### config.mk
export PLATFORM = sky130hd
export DESIGN_NAME = encoder_synchronized_spin_turn
export DESIGN_NICKNAME = d
export VERILOG_FILES = /design/src/hdl/est_pkg.sv /design/src/hdl/est_input_stage.sv /design/src/hdl/est_target_div.sv /design/src/hdl/est_turn_core.sv /design/src/hdl/encoder_synchronized_spin_turn.sv
export SDC_FILE = /design/constraint.sdc
export NUM_CORES = 1
export LEC_CHECK = 0
export ABC_AREA = 1
export BUFFER_PORTS_ARGS = -buffer_cell sky130_fd_sc_hd__buf_2
export CAP_MARGIN = 10
export CORE_MARGIN = 10
export CORE_UTILIZATION = 30
export CTS_BUF_LIST = sky130_fd_sc_hd__clkbuf_8
export DETAILED_ROUTE_END_ITERATION = 10
export GPL_TIMING_DRIVEN = 0
export PLACE_DENSITY = 0.54
export SKIP_CTS_REPAIR_TIMING = 1
export SLEW_MARGIN = 10
export SYNTH_ARGS = -nofsm -noshare
export SYNTH_HDL_FRONTEND = slang
export SYNTH_HIERARCHICAL = 1
export SYNTH_SLANG_ARGS = --single-unit
### constraint.sdc
create_clock -name clock -period 5.4 [get_ports clock]
set_input_delay 0 -clock clock [delete_from_list [all_inputs] [get_ports clock]]
set_output_delay 0 -clock clock [all_outputs]
set_load 0.1 [all_outputs]
### src/hdl/est_pkg.sv
// Shared types, constants and helper functions for the encoder synchronized spin turn.
`timescale 1ns / 1ps
package est_pkg;

   localparam int COUNT_BITS_DEF    = 16;
   localparam int DEG_BITS          = 16;
   localparam int POWER_BITS        = 8;
   localparam int PPH_BITS          = 8;
   localparam int DRIVE_BITS        = 9;
   localparam int PROD_BITS         = DEG_BITS + PPH_BITS;
   localparam int QUO_BITS          = 16;
   localparam int REQ_DATA_BITS     = 32;
   localparam int RSP_DATA_BITS     = 24;

   localparam logic [PPH_BITS-1:0] PPH_RESET = 8'd22;
   localparam int DEG_PER_HALF_TURN = 180;

   // prod / 180 = (prod >> 2) / 45, done as multiply by ceil(2^27 / 45) and shift
   localparam int RECIP_IN_BITS = PROD_BITS - 2;
   localparam int RECIP_BITS    = 22;
   localparam int RECIP_SHIFT   = 27;
   localparam logic [RECIP_BITS-1:0] RECIP_MULT = 22'd2982617;

   localparam logic [PROD_BITS-1:0] PROD_ONE_TURN_STEP = PROD_BITS'(DEG_PER_HALF_TURN);
   localparam logic [PROD_BITS-1:0] PROD_TWO_TURN_STEP = PROD_BITS'(2 * DEG_PER_HALF_TURN);

   localparam logic ACT_SAMPLE = 1'b0;
   localparam logic ACT_START  = 1'b1;

   typedef struct packed {
      logic                  action;
      logic                  turn_right;
      logic [PROD_BITS-1:0]  prod;
      logic [POWER_BITS-1:0] power;
      logic                  left_level;
      logic                  right_level;
   } est_item_type;

   function automatic logic [DRIVE_BITS-1:0] drive_code(input logic [POWER_BITS-1:0] power,
                                                        input logic negative);
      logic [DRIVE_BITS-1:0] mag;
      mag = {1'b0, power};
      drive_code = negative ? (~mag + DRIVE_BITS'(1)) : mag;
   endfunction

endpackage

### src/hdl/est_input_stage.sv
// Input register: angle magnitude times half-turn pulses, direction and levels.
`timescale 1ns / 1ps
module est_input_stage (
   input  logic                               clock,
   input  logic                               reset,
   input  logic                               req_tvalid,
   output logic                               req_tready,
   input  logic [est_pkg::REQ_DATA_BITS-1:0]  req_tdata,
   input  logic                               req_tuser,
   input  logic [est_pkg::PPH_BITS-1:0]       pph,
   input  logic                               core_ready,
   output logic                               item_valid,
   output est_pkg::est_item_type              item
);

   logic                                 valid_ff;
   logic                                 valid_in;
   est_pkg::est_item_type                item_ff;
   est_pkg::est_item_type                item_in;
   logic [est_pkg::DEG_BITS-1:0]         deg;
   logic [est_pkg::DEG_BITS-1:0]         mag;
   logic                                 neg;
   logic                                 take;
   logic                                 fire;

   assign req_tready = !valid_ff || core_ready;
   assign fire       = req_tvalid && req_tready;
   assign take       = valid_ff && core_ready;
   assign deg        = req_tdata[est_pkg::DEG_BITS-1:0];
   assign neg        = deg[est_pkg::DEG_BITS-1];
   assign mag        = neg ? (~deg + est_pkg::DEG_BITS'(1)) : deg;

   always_comb begin
      item_in.action      = req_tuser;
      item_in.turn_right  = !neg && (deg != '0);
      item_in.prod        = {{est_pkg::PPH_BITS{1'b0}}, mag} *
                            {{est_pkg::DEG_BITS{1'b0}}, pph};
      item_in.power       = req_tdata[est_pkg::DEG_BITS +: est_pkg::POWER_BITS];
      item_in.left_level  = req_tdata[est_pkg::DEG_BITS + est_pkg::POWER_BITS];
      item_in.right_level = req_tdata[est_pkg::DEG_BITS + est_pkg::POWER_BITS + 1];
      if (fire) begin
         valid_in = 1'b1;
      end else if (take) begin
         valid_in = 1'b0;
      end else begin
         valid_in = valid_ff;
      end
   end

   always_ff @(posedge clock) begin
      if (reset) begin
         valid_ff <= 1'b0;
      end else begin
         valid_ff <= valid_in;
      end
   end

   always_ff @(posedge clock) begin
      if (fire) begin
         item_ff <= item_in;
      end
   end

   assign item_valid = valid_ff;
   assign item       = item_ff;

endmodule

### src/hdl/est_target_div.sv
// Target pulse count: held product divided by 180, saturated to the counter range.
`timescale 1ns / 1ps
module est_target_div #(
   parameter int COUNT_BITS = est_pkg::COUNT_BITS_DEF
) (
   input  logic                            clock,
   input  logic                            reset,
   input  logic [est_pkg::PROD_BITS-1:0]   prod,
   output logic [COUNT_BITS-1:0]           target
);

   localparam int TW = (COUNT_BITS > est_pkg::QUO_BITS) ? COUNT_BITS : est_pkg::QUO_BITS;
   localparam int MW = est_pkg::RECIP_IN_BITS + est_pkg::RECIP_BITS;

   logic [est_pkg::RECIP_IN_BITS-1:0] quarter;
   logic [MW-1:0]                     full;
   logic [est_pkg::QUO_BITS-1:0]      quo;
   logic [TW-1:0]                     quo_w;
   logic [TW-1:0]                     max_w;
   logic [TW-1:0]                     sat_w;
   logic [COUNT_BITS-1:0]             target_ff;
   logic [COUNT_BITS-1:0]             target_in;

   assign quarter = prod[est_pkg::PROD_BITS-1:2];
   assign full    = {{est_pkg::RECIP_BITS{1'b0}}, quarter} *
                    {{est_pkg::RECIP_IN_BITS{1'b0}}, est_pkg::RECIP_MULT};
   assign quo     = full[est_pkg::RECIP_SHIFT +: est_pkg::QUO_BITS];
   assign quo_w   = TW'(quo);
   assign max_w   = TW'({COUNT_BITS{1'b1}});
   assign sat_w   = (quo_w > max_w) ? max_w : quo_w;
   assign target_in = sat_w[COUNT_BITS-1:0];

   always_ff @(posedge clock) begin
      if (reset) begin
         target_ff <= '0;
      end else begin
         target_ff <= target_in;
      end
   end

   assign target = target_ff;

endmodule

### src/hdl/est_turn_core.sv
// Turn state, wheel counters, stop decisions and the result register.
`timescale 1ns / 1ps
module est_turn_core #(
   parameter int COUNT_BITS = est_pkg::COUNT_BITS_DEF
) (
   input  logic                               clock,
   input  logic                               reset,
   input  logic                               item_valid,
   input  est_pkg::est_item_type              item,
   output logic                               core_ready,
   input  logic [COUNT_BITS-1:0]              target,
   output logic [est_pkg::PROD_BITS-1:0]      prod_hold,
   output logic                               rsp_tvalid,
   input  logic                               rsp_tready,
   output logic [est_pkg::RSP_DATA_BITS-1:0]  rsp_tdata
);

   localparam logic [COUNT_BITS-1:0] COUNT_MAX = {COUNT_BITS{1'b1}};
   localparam logic [COUNT_BITS-1:0] COUNT_ONE = COUNT_BITS'(1);
   localparam logic [COUNT_BITS-1:0] COUNT_TWO = COUNT_BITS'(2);

   logic [COUNT_BITS-1:0]              left_count_ff,  left_count_in;
   logic [COUNT_BITS-1:0]              right_count_ff, right_count_in;
   logic                               prev_left_ff,   prev_left_in;
   logic                               prev_right_ff,  prev_right_in;
   logic                               turn_right_ff,  turn_right_in;
   logic                               busy_ff,        busy_in;
   logic [est_pkg::POWER_BITS-1:0]     power_ff,       power_in;
   logic [est_pkg::PROD_BITS-1:0]      prod_ff,        prod_in;
   logic                               tgt_one_ff,     tgt_one_in;
   logic                               pending_ff,     pending_in;
   logic                               out_valid_ff,   out_valid_in;
   logic [est_pkg::DRIVE_BITS-1:0]     left_drive_ff,  left_drive_in;
   logic [est_pkg::DRIVE_BITS-1:0]     right_drive_ff, right_drive_in;
   logic                               turning_ff,     turning_in;
   logic                               finished_ff,    finished_in;
   logic                               advance;
   logic                               fire;
   logic [COUNT_BITS-1:0]              eff_target;

   assign advance    = !out_valid_ff || rsp_tready;
   assign core_ready = advance;
   assign fire       = item_valid && advance;
   assign eff_target = pending_ff ? (tgt_one_ff ? COUNT_ONE : COUNT_TWO) : target;

   always_comb begin
      left_count_in  = left_count_ff;
      right_count_in = right_count_ff;
      prev_left_in   = prev_left_ff;
      prev_right_in  = prev_right_ff;
      turn_right_in  = turn_right_ff;
      busy_in        = busy_ff;
      power_in       = power_ff;
      prod_in        = prod_ff;
      tgt_one_in     = tgt_one_ff;
      pending_in     = 1'b0;
      left_drive_in  = '0;
      right_drive_in = '0;
      finished_in    = 1'b0;
      out_valid_in   = fire ? 1'b1 : (advance ? 1'b0 : out_valid_ff);
      if (fire) begin
         prev_left_in  = item.left_level;
         prev_right_in = item.right_level;
         if (item.action == est_pkg::ACT_START) begin
            left_count_in  = '0;
            right_count_in = '0;
            turn_right_in  = item.turn_right;
            power_in       = item.power;
            prod_in        = item.prod;
            tgt_one_in     = item.prod < est_pkg::PROD_TWO_TURN_STEP;
            pending_in     = 1'b1;
            if (item.prod < est_pkg::PROD_ONE_TURN_STEP) begin
               busy_in     = 1'b0;
               finished_in = 1'b1;
            end else begin
               busy_in        = 1'b1;
               left_drive_in  = est_pkg::drive_code(item.power, !item.turn_right);
               right_drive_in = est_pkg::drive_code(item.power, item.turn_right);
            end
         end else if (busy_ff) begin
            if (item.left_level != prev_left_ff && left_count_ff != COUNT_MAX) begin
               left_count_in = left_count_ff + COUNT_ONE;
            end
            if (item.right_level != prev_right_ff && right_count_ff != COUNT_MAX) begin
               right_count_in = right_count_ff + COUNT_ONE;
            end
            if (left_count_in >= eff_target && right_count_in >= eff_target) begin
               busy_in     = 1'b0;
               finished_in = 1'b1;
            end else begin
               if (!(left_count_in == eff_target || left_count_in > right_count_in)) begin
                  left_drive_in = est_pkg::drive_code(power_ff, !turn_right_ff);
               end
               if (!(right_count_in == eff_target || right_count_in > left_count_in)) begin
                  right_drive_in = est_pkg::drive_code(power_ff, turn_right_ff);
               end
            end
         end
      end
      turning_in = busy_in;
   end

   always_ff @(posedge clock) begin
      if (reset) begin
         left_count_ff  <= '0;
         right_count_ff <= '0;
         prev_left_ff   <= 1'b0;
         prev_right_ff  <= 1'b0;
         turn_right_ff  <= 1'b0;
         busy_ff        <= 1'b0;
         power_ff       <= '0;
         prod_ff        <= '0;
         tgt_one_ff     <= 1'b0;
         pending_ff     <= 1'b0;
         out_valid_ff   <= 1'b0;
      end else begin
         left_count_ff  <= left_count_in;
         right_count_ff <= right_count_in;
         prev_left_ff   <= prev_left_in;
         prev_right_ff  <= prev_right_in;
         turn_right_ff  <= turn_right_in;
         busy_ff        <= busy_in;
         power_ff       <= power_in;
         prod_ff        <= prod_in;
         tgt_one_ff     <= tgt_one_in;
         pending_ff     <= pending_in;
         out_valid_ff   <= out_valid_in;
      end
   end

   always_ff @(posedge clock) begin
      if (fire) begin
         left_drive_ff  <= left_drive_in;
         right_drive_ff <= right_drive_in;
         turning_ff     <= turning_in;
         finished_ff    <= finished_in;
      end
   end

   assign prod_hold  = prod_ff;
   assign rsp_tvalid = out_valid_ff;
   assign rsp_tdata  = {{(est_pkg::RSP_DATA_BITS - 2 * est_pkg::DRIVE_BITS - 2){1'b0}},
                        finished_ff, turning_ff, right_drive_ff, left_drive_ff};

endmodule

### src/hdl/encoder_synchronized_spin_turn.sv
// Top level of the encoder synchronized spin turn controller.
//
//   channel   dir   handshake                 payload
//   req       in    req_tvalid / req_tready   req_tdata, req_tuser
//   rsp       out   rsp_tvalid / rsp_tready   rsp_tdata
//   csr       in    csr_wr_en                 csr_wr_data
//
// One beat in per cycle unless rsp stalls; one result per beat, via input and result registers.
// The target divide runs in a register stage behind the held product; the first sample
// after a start is decided from two small compares, so no beat waits on it.
// Reset is synchronous; it clears the turn state and loads 22 into the half-turn register.
// A stalled result holds in the result register while the input register takes one more beat.
`timescale 1ns / 1ps
module encoder_synchronized_spin_turn #(
   parameter int COUNT_BITS = est_pkg::COUNT_BITS_DEF
) (
   input  logic                               clock,
   input  logic                               reset,
   input  logic                               req_tvalid,
   output logic                               req_tready,
   // [15:0] degrees, [23:16] turn_power, [24] left_encoder, [25] right_encoder
   input  logic [est_pkg::REQ_DATA_BITS-1:0]  req_tdata,
   // [0] action
   input  logic                               req_tuser,
   output logic                               rsp_tvalid,
   input  logic                               rsp_tready,
   // [8:0] left_drive, [17:9] right_drive, [18] turning, [19] finished
   output logic [est_pkg::RSP_DATA_BITS-1:0]  rsp_tdata,
   input  logic                               csr_wr_en,
   input  logic [est_pkg::PPH_BITS-1:0]       csr_wr_data
);

   logic [est_pkg::PPH_BITS-1:0]   pph_ff;
   logic [est_pkg::PPH_BITS-1:0]   pph_in;
   logic                           core_ready;
   logic                           item_valid;
   est_pkg::est_item_type          item;
   logic [COUNT_BITS-1:0]          target;
   logic [est_pkg::PROD_BITS-1:0]  prod_hold;

   assign pph_in = csr_wr_en ? csr_wr_data : pph_ff;

   always_ff @(posedge clock) begin
      if (reset) begin
         pph_ff <= est_pkg::PPH_RESET;
      end else begin
         pph_ff <= pph_in;
      end
   end

   est_input_stage u_input (
      .clock      (clock),
      .reset      (reset),
      .req_tvalid (req_tvalid),
      .req_tready (req_tready),
      .req_tdata  (req_tdata),
      .req_tuser  (req_tuser),
      .pph        (pph_ff),
      .core_ready (core_ready),
      .item_valid (item_valid),
      .item       (item)
   );

   est_target_div #(
      .COUNT_BITS (COUNT_BITS)
   ) u_div (
      .clock  (clock),
      .reset  (reset),
      .prod   (prod_hold),
      .target (target)
   );

   est_turn_core #(
      .COUNT_BITS (COUNT_BITS)
   ) u_core (
      .clock      (clock),
      .reset      (reset),
      .item_valid (item_valid),
      .item       (item),
      .core_ready (core_ready),
      .target     (target),
      .prod_hold  (prod_hold),
      .rsp_tvalid (rsp_tvalid),
      .rsp_tready (rsp_tready),
      .rsp_tdata  (rsp_tdata)
   );

endmodule

=== After elaboration in Yosys (flattened, before gate mapping) ===
Index checks and enable logic that the tools add are counted.

* Flip-flop bits (word level): 152
* Input bits: 46
* Output and inout bits: 26
* Word-level logic and storage cells: 112

* Add/subtract/negate cells: 5
* Multipliers: 2
* $lt $le $gt $ge: 7
* Eq/ne operators: 6
* Mux-type cells: 44
* Bitwise gates (word level): 4
* Reductions and logical operators: 20

{| class="wikitable"
|+ Operators with widths
! kind !! number
|-
| $mux 16 || 15
|-
| $mux 9 || 14
|-
| $add 16x1->16 const B || 3
|-
| $mul 22x22->43 const B || 1
|-
| $eq 16x16->1 || 2
|-
| $ge 16x16->1 || 2
|-
| $gt 16x16->1 || 2
|-
| $ne 16x16->1 const B || 2
|-
| $lt 24x8->1 const B || 1
|-
| $lt 24x9->1 const B || 1
|-
| $mul 16x8->24 || 1
|-
| $add 9x1->9 const B || 2
|-
| $not 8->9 || 2
|-
| $gt 16x16->1 const B || 1
|-
| $not 16->16 || 1
|-
| $reduce_bool 16->1 || 1
|-
| $mux 1 || 14
|-
| $logic_and 1x1->1 || 6
|-
| $reduce_bool 2->1 || 3
|-
| $logic_or 1x1->1 || 4
|-
| $reduce_and 2->1 || 2
|-
| $logic_not 1->1 || 3
|-
| $mux 2 || 1
|-
| $ne 1x1->1 || 2
|-
| other kinds (2) || 2
|}

=== Logic depth before layout (Yosys ltp) ===
Gate-level depths: netlist of run 1.

* Word-level depth: 12
* Gate-level depth with buffers: 28
* Gate-level depth less buffers: 27

=== Cells and area by module ===
The synthesis of run 1 kept the hierarchy.

{| class="wikitable"
|+ Modules (own cells, without submodules)
! module !! times used !! cells each !! area each (um^2) !! seq. area each (um^2)
|-
| est_target_div || 1 || 1096 || 9061.2 || 320.3
|-
| est_turn_core || 1 || 857 || 6120.9 || 2021.9
|-
| est_input_stage || 1 || 759 || 5876.9 || 1101.1
|-
| encoder_synchronized_spin_turn || 1 || 45 || 310.3 || 160.2
|}

=== Worst setup path before layout of run 1 ===
No wires, ideal clock.

* Kind: register to register
* From: register u_core.prod_ff (netlist bit u_core/prod_hold[3])
* To: register u_div.target_ff[5] (netlist: u_div/target[5])
* Setup time: 0.113 ns
* Arrival: 5.090 ns
* Data required time: 5.287 ns
* Slack: 0.198 ns
* Cell stages (with the launch flop): 21
* Buffers on the path: 0
* Clock period less this slack: 5.202 ns
* Cell sequence: dfxtp_1 > ha_1 > xor2_1 > ha_1 > fa_1 > inv_1 > fa_1 > inv_1 > fa_1 > fa_1 > inv_1 > fa_1 > inv_1 > ha_1 > nand2_2 > nor4_4 > nand3_1 > o21ai_1 > nand2_1 > nand2_1 > nor2_1

* Cells in the longest elaborated chain, start to end: 3

{| class="wikitable"
|+ RTL lines
! element !! line !! RTL
|-
| from (decl) || est_turn_core.sv:29 || <nowiki>logic [est_pkg::PROD_BITS-1:0] prod_ff, prod_in;</nowiki>
|-
| from (signal assigned) || est_turn_core.sv:124 || <nowiki>prod_ff <= prod_in;</nowiki>
|-
| $mul 22x22->43 * || est_target_div.sv:25 || <nowiki>assign full = {{est_pkg::RECIP_BITS{1'b0}}, quarter} *</nowiki>
|-
| $gt 16x16->1 || est_target_div.sv:30 || <nowiki>assign sat_w = (quo_w > max_w) ? max_w : quo_w;</nowiki>
|-
| $mux 16 * || est_target_div.sv:30 ||
|-
| to (signal assigned) || est_target_div.sv:37 || <nowiki>target_ff <= target_in;</nowiki>
|-
| to (decl) || est_target_div.sv:21 || <nowiki>logic [COUNT_BITS-1:0] target_ff;</nowiki>
|}

Every way passes the cells marked *; elsewhere a longest branch is shown, timed or not.
A chain may end at the register's enable or synchronous reset.

=== Final worst setup path of run 1 ===
* From: register u_core.prod_ff (netlist bit u_core/prod_hold[18])
* To: register u_div.target_ff[11] (netlist: u_div/target[11])

The elaborated chain is that of the path after synthesis.

==> flow_metrics.py, run 1 <==
metrics = {
    "outcome": {
        "outcome": "finished, final reports clean",
    },
    "synthesis": {
        "yosysWarnings": 6,
        "synth_area_um2": 21200,
        "netlist_instances": 2745,
        "syn_avg_cell_area_um2": 7.74,
    },
    "critical_path": {
        "setup.worst_path.start": "u_core/prod_hold[18]",
        "worstPathArrival_ns": 5.67,
        "worstSetupEndpointType": "register",
        "critPathLaunchType": "register",
        "path_class": "reg -> reg",
        "cp_data_required_time_ns": 5.77,
        "r2r-start": "u_core/prod_hold[18]",
        "path_max_fanout": 6,
    },
    "floorplan": {
        "fp.dieW_um": 286,
        "fp-row-count": 97,
        "die_h_um": 286,
        "start_util_pct": 30.3,
        "dieArea_um2": 81800,
        "io_pins": 72,
        "core_um2": 70100,
    },
    "grt": {
        "antenna_found_initial": 0,
        "grt_max_degree": 26,
        "grt_use_total_pct": 13.6,
        "grt_pass1_wl_um": 90000,
        "overflow": 0,
        "first_global_vias": 17216,
    },
    "sta": {
        "clock_skew_ns": 0.0214,
        "period_share_pct": 98.1,
        "tightest_slew_ns": 0.964,
        "relSlewSlack_pct": 34.1,
        "hold_ws_ns": 0.0569,
        "hold_viol": 0,
        "setup_viol": 0,
        "clock.fmax_mhz": 189,
        "maxSlewViolCount": 0,
        "min_period_ns": 5.30,
        "rsz0062_at_grt": "yes",
    },
    "detailed_routing": {
        "drc": 0,
        "drt_iter0_drc": 883,
        "wl_per_cell_um": 14.5,
        "vias": 17249,
        "wirelength_um": 56000,
        "vias_per_cell": 4.48,
        "ant_nets": 0,
        "dr.pass1.iters": 5,
    },
    "placed_design": {
        "place_inst": 3749,
        "port_buffers": 60,
        "dp_hpwl_um": 47600,
        "place_congestion": 0.886,
        "placed_area_um2": 22800,
    },
    "min_path": {
        "min_from": "req_tdata[14]",
        "worstHoldPathType": "in -> reg",
    },
    "clock_network": {
        "clock_path_buffers": 2,
        "cts-root-buf": "clkbuf_8",
        "clk_pin_slew_ns": 0.09,
        "clkSinkCount": 148,
        "cts_made_buffers": 17,
        "cts_tree": "done",
        "cts-htree-levels": 4,
        "clock_latency_ns": 0.47,
    },
    "pwr": {
        "powerDensity_nw_per_um2": 307,
        "power_leakage_nw": 12.6,
        "ir_worst_vdd_uv": 284,
        "finalPower_w": 0.00760,
    },
    "layout": {
        "antenna_cells": 0,
        "nets": 3483,
        "fin_cells": 3854,
        "final_cell_area_um2": 24800,
        "layout-drive-gt1-share_pct": 13.2,
        "area_growth_syn_to_layout_pct": 16.7,
        "fillers": 7468,
    },
    "job": {
        "max_cap_violations": 0,
    },
}
==> final timing paths <==
kind	end	slack [ns]	cells after the start
worst max-delay path	u_div/target[11]	0.10	21
worst min-delay path	u_input/item[34]	0.06	3
worst max register to register	u_div/target[11]	0.10	21
worst min register to register	u_core/right_count_ff[1]	0.49	2
==> registers in the layout (all words and copies together), names as in the netlist <==
signal / count
u_core/power_ff: 8
u_core/left_count_ff: 16
pph_ff: 8
u_div/target: 16
u_core/turn_right_ff: 1
u_core/prev_right_ff: 1
u_core/right_drive_ff: 9
u_core/left_drive_ff: 9
u_core/prod_hold: 22
u_core/busy_ff: 1
u_core/prev_left_ff: 1
u_core/pending_ff: 1
u_core/turning_ff: 1
u_core/rsp_tvalid: 1
u_core/finished_ff: 1
u_input/item_valid: 1
u_input/item: 34
u_core/right_count_ff: 16
u_core/tgt_one_ff: 1
==> worst max-delay path, stage by stage, from the launching register on <==
cell and delay, ns:
dfxtp_4 0.47, ha_4 0.25, fa_1 0.54, inv_1 0.06
fa_1 0.42, inv_2 0.07, fa_1 0.45, fa_2 0.50
fa_1 0.49, inv_1 0.05, fa_1 0.55, inv_2 0.06
ha_4 0.31, nand2_4 0.08, inv_2 0.06, nand4_1 0.15
inv_1 0.13, nand3_2 0.12, o21bai_1 0.17, nor2_1 0.08
a21oi_1 0.15, nor2_1 0.05
==> area by class of cell <==
class	count	area, um^2	area share [%]
multi-input combinational	1932	16100	64.8
sequential	148	3580	14.4
inverter	622	2350	9.47
tap	940	1180	4.74
timing repair buffer	134	963	3.89
buffer	46	284	1.15
clock buffer	17	234	0.944
clock inverter	15	148	0.596
==> metrics by stage <==
| step | util (%) | worst slack (ns) | TNS, ns |
|---|---|---|---|
| 6_report | 35.3 | 0.104 | 0 |
| 5_1_grt | 35.3 | -0.0676 | -0.392 |
| 4_1_cts | 33.0 | -0.719 | -10.14 |
| 2_1_floorplan | - | 0.198 | 0 |
| 3_5_place_dp | 32.4 | -0.709 | -9.91 |
| 3_3_place_gp | 32.4 | -0.721 | -10.03 |
==> power by group <==
group          internal [W]  total, W  switching [W]
sequential          0.00137   0.00149       0.000116
clock              0.000375  0.000849       0.000474
combinational       0.00201   0.00527        0.00326
total               0.00376   0.00760        0.00384
==> cells in the final DEF, fill, tap and decap left out, types with 20 or more instances in the layout <==
cell type      count
nand3_1           77
nor3_1            22
o21ai_0           79
nand2_2           27
buf_4             44
inv_1            591
dlygate4sd3_1     38
xor2_1            43
ha_1             252
edfxtp_1          54
clkbuf_1          26
ha_4              42
o21ai_1           24
nand4_1           20
inv_2             24
dfxtp_1           72
fa_1             237
clkbuf_8          21
a21oi_1          132
nand2_1          499
buf_2             60
nor2_1           279
==> layer usage <==
metal  track usage [%]  up-vias  part of all wire, %
li1                  -     8828                    -
met1              18.3     8033                   48
met2              22.8      335                   46
met3              1.81       53                  3.3
met4              2.91        0                  1.9
met5                 0        -                    0
No activity file was read; power rests on OpenSTA's default activity.
==> inputs of run 2 (changes only) <==
SETUP_SLACK_MARGIN = 0.3   (was not set)
==> run 2 against run 1 <==
Register-to-register slack gained 0.02 ns. Total power is 1.8% higher. Highest routed layer unchanged. Clock power up 6.9%. Sequential share of layout area hardly changed. Worst setup slack gained 0.016 ns. Largest cell class unchanged.
==> flow_metrics.py, run 2 (synthesis gave the netlist of run 1 again) <==
metrics = {
    "grt": {
        "grt_max_degree": 27,
        "grt_pass1_wl_um": 89600,
        "grt_use_total_pct": 13.6,
        "overflow": 0,
        "antenna_found_initial": 1,
        "first_global_vias": 16942,
    },
    "detailed_routing": {
        "vias_per_cell": 4.49,
        "dr.pass1.iters": 5,
        "drc": 0,
        "ant_nets": 0,
        "wl_per_cell_um": 14.6,
        "drt_iter0_drc": 911,
        "vias": 17326,
        "wirelength_um": 56200,
    },
    "critical_path": {
        "path_max_fanout": 6,
        "cpPeakStageDelay_ns": 0.55,
        "worstPathArrival_ns": 5.66,
        "cp_data_required_time_ns": 5.78,
        "ff2ff_path_depth": 22,
        "worstSetupEndpointType": "register",
        "critPathLaunchType": "register",
        "crit_chain": "ha_4 -> fa_1 -> inv_1 -> fa_1 -> inv_1 -> ha_1 -> fa_1 -> fa_1 -> inv_1 -> fa_1 -> inv_1 -> ha_4 -> nand2_2 -> nor2_2 -> inv_2 -> nor2_4 -> nand3_1 -> nand3b_1 -> nand3_2 -> nand2_1 -> nand2_1 -> nor2_1",
        "path_common_cell": "fa_1",
        "r2r-start": "u_core/prod_hold[18]",
        "ff2ff_setup_slack_ns": 0.12,
        "path_class": "reg -> reg",
        "r2r_end": "u_div/target[12]",
        "crit_slowest_cell": "fa_1",
    },
    "clock_network": {
        "clk_pin_slew_ns": 0.09,
        "clock_path_buffers": 2,
        "clock_latency_ns": 0.47,
        "cts_made_buffers": 17,
        "clkSinkCount": 148,
        "cts_tree": "done",
        "cts-root-buf": "clkbuf_8",
        "cts-htree-levels": 4,
    },
    "floorplan": {
        "dieArea_um2": 81800,
        "die_h_um": 286,
        "io_pins": 72,
        "start_util_pct": 30.3,
        "core_um2": 70100,
        "fp.dieW_um": 286,
        "fp-row-count": 97,
    },
    "min_path": {
        "worstHoldEndpoint": "u_input/item[34]",
        "worstHoldPathType": "in -> reg",
        "min_from": "req_tdata[14]",
        "holdPathStages": 3,
    },
    "sta": {
        "maxSlewViolCount": 0,
        "hold_ws_ns": 0.0724,
        "rsz0062_at_grt": "yes",
        "min_period_ns": 5.28,
        "setup_viol": 0,
        "hold_viol": 0,
        "period_share_pct": 97.8,
        "tns_ns": 0,
        "tightest_slew_ns": 0.871,
        "relSlewSlack_pct": 40.4,
        "clock_skew_ns": 0.0144,
        "clock.fmax_mhz": 189,
    },
    "layout": {
        "layout-drive-gt1-share_pct": 14.0,
        "largest_reg_flops": 34,
        "nets": 3483,
        "layout_commonest_cell": "inv_1",
        "area_growth_syn_to_layout_pct": 17.2,
        "final_cell_mix": "inv_1 (583), nand2_1 (498), nor2_1 (274), ha_1 (253), fa_1 (237)",
        "final_cell_area_um2": 24900,
    },
    "placed_design": {
        "place_congestion": 0.889,
        "dp_hpwl_um": 47500,
        "placed_area_um2": 22800,
        "port_buffers": 60,
    },
    "outcome": {
        "outcome": "finished, final reports clean",
    },
    "pwr": {
        "power_leakage_nw": 12.6,
        "powerDensity_nw_per_um2": 311,
        "ir_worst_vdd_uv": 305,
    },
    "job": {
        "max_cap_violations": 0,
    },
}
-- run 2: worst max-delay path by stage --
stage,start,end
finish,u_core/prod_hold[18],u_div/target[12]
floorplan,u_core/prod_hold[18],u_div/target[5]
global placement,u_core/prod_hold[20],u_div/target[8]
CTS,u_core/prod_hold[16],u_div/target[14]
detailed placement,u_core/prod_hold[16],u_div/target[12]
global route,u_core/prod_hold[16],u_div/target[12]
-- run 2: layout make-up --
| class | instances | area, um^2 |
|---|---|---|
| sequential | 148 | 3580 |
| fill | 7471 | 45300 |
| clock buffer | 17 | 234 |
| inverter | 622 | 2350 |
| timing repair buffer | 134 | 963 |
| antenna | 1 | 2.50 |
| buffer | 46 | 292 |
| tap | 940 | 1180 |
| clock inverter | 15 | 170 |
| multi-input combinational | 1932 | 16100 |
-- run 2: worst max-delay path, delay by kind of cell (launching register included) --
kind	cells	cell delay, ns
simple gates	9	0.86
fa+ha+maj	8	3.53
buf+inv	5	0.32
flops	1	0.46
-- run 2: layer usage --
metal	vias to the layer above	GRT usage (%)	routed length, um
met4	0	3.30	1060
met5	-	0	0
met2	327	22.5	26100
met3	55	1.99	2140
li1	8837	-	-
met1	8107	18.4	26800
-- run 2: power breakdown --
part / internal, W / switching, W
Sequential: 0.00137 / 0.000112
Combinational: 0.00204 / 0.00331
Clock: 0.000422 / 0.000486
Total: 0.00384 / 0.00391
-- run 2: metrics by stage --
stage               util, %  std cells  worst slack, ns  power [W]
CTS                    33.1       3781           -0.567    0.00688
global placement       32.5       3748           -0.573    0.00592
finish                 35.5       3855            0.120    0.00774
floorplan                 -       2748            0.298    0.00483
global route           35.5       3855          -0.0634    0.00858
detailed placement     32.5       3749           -0.556    0.00594
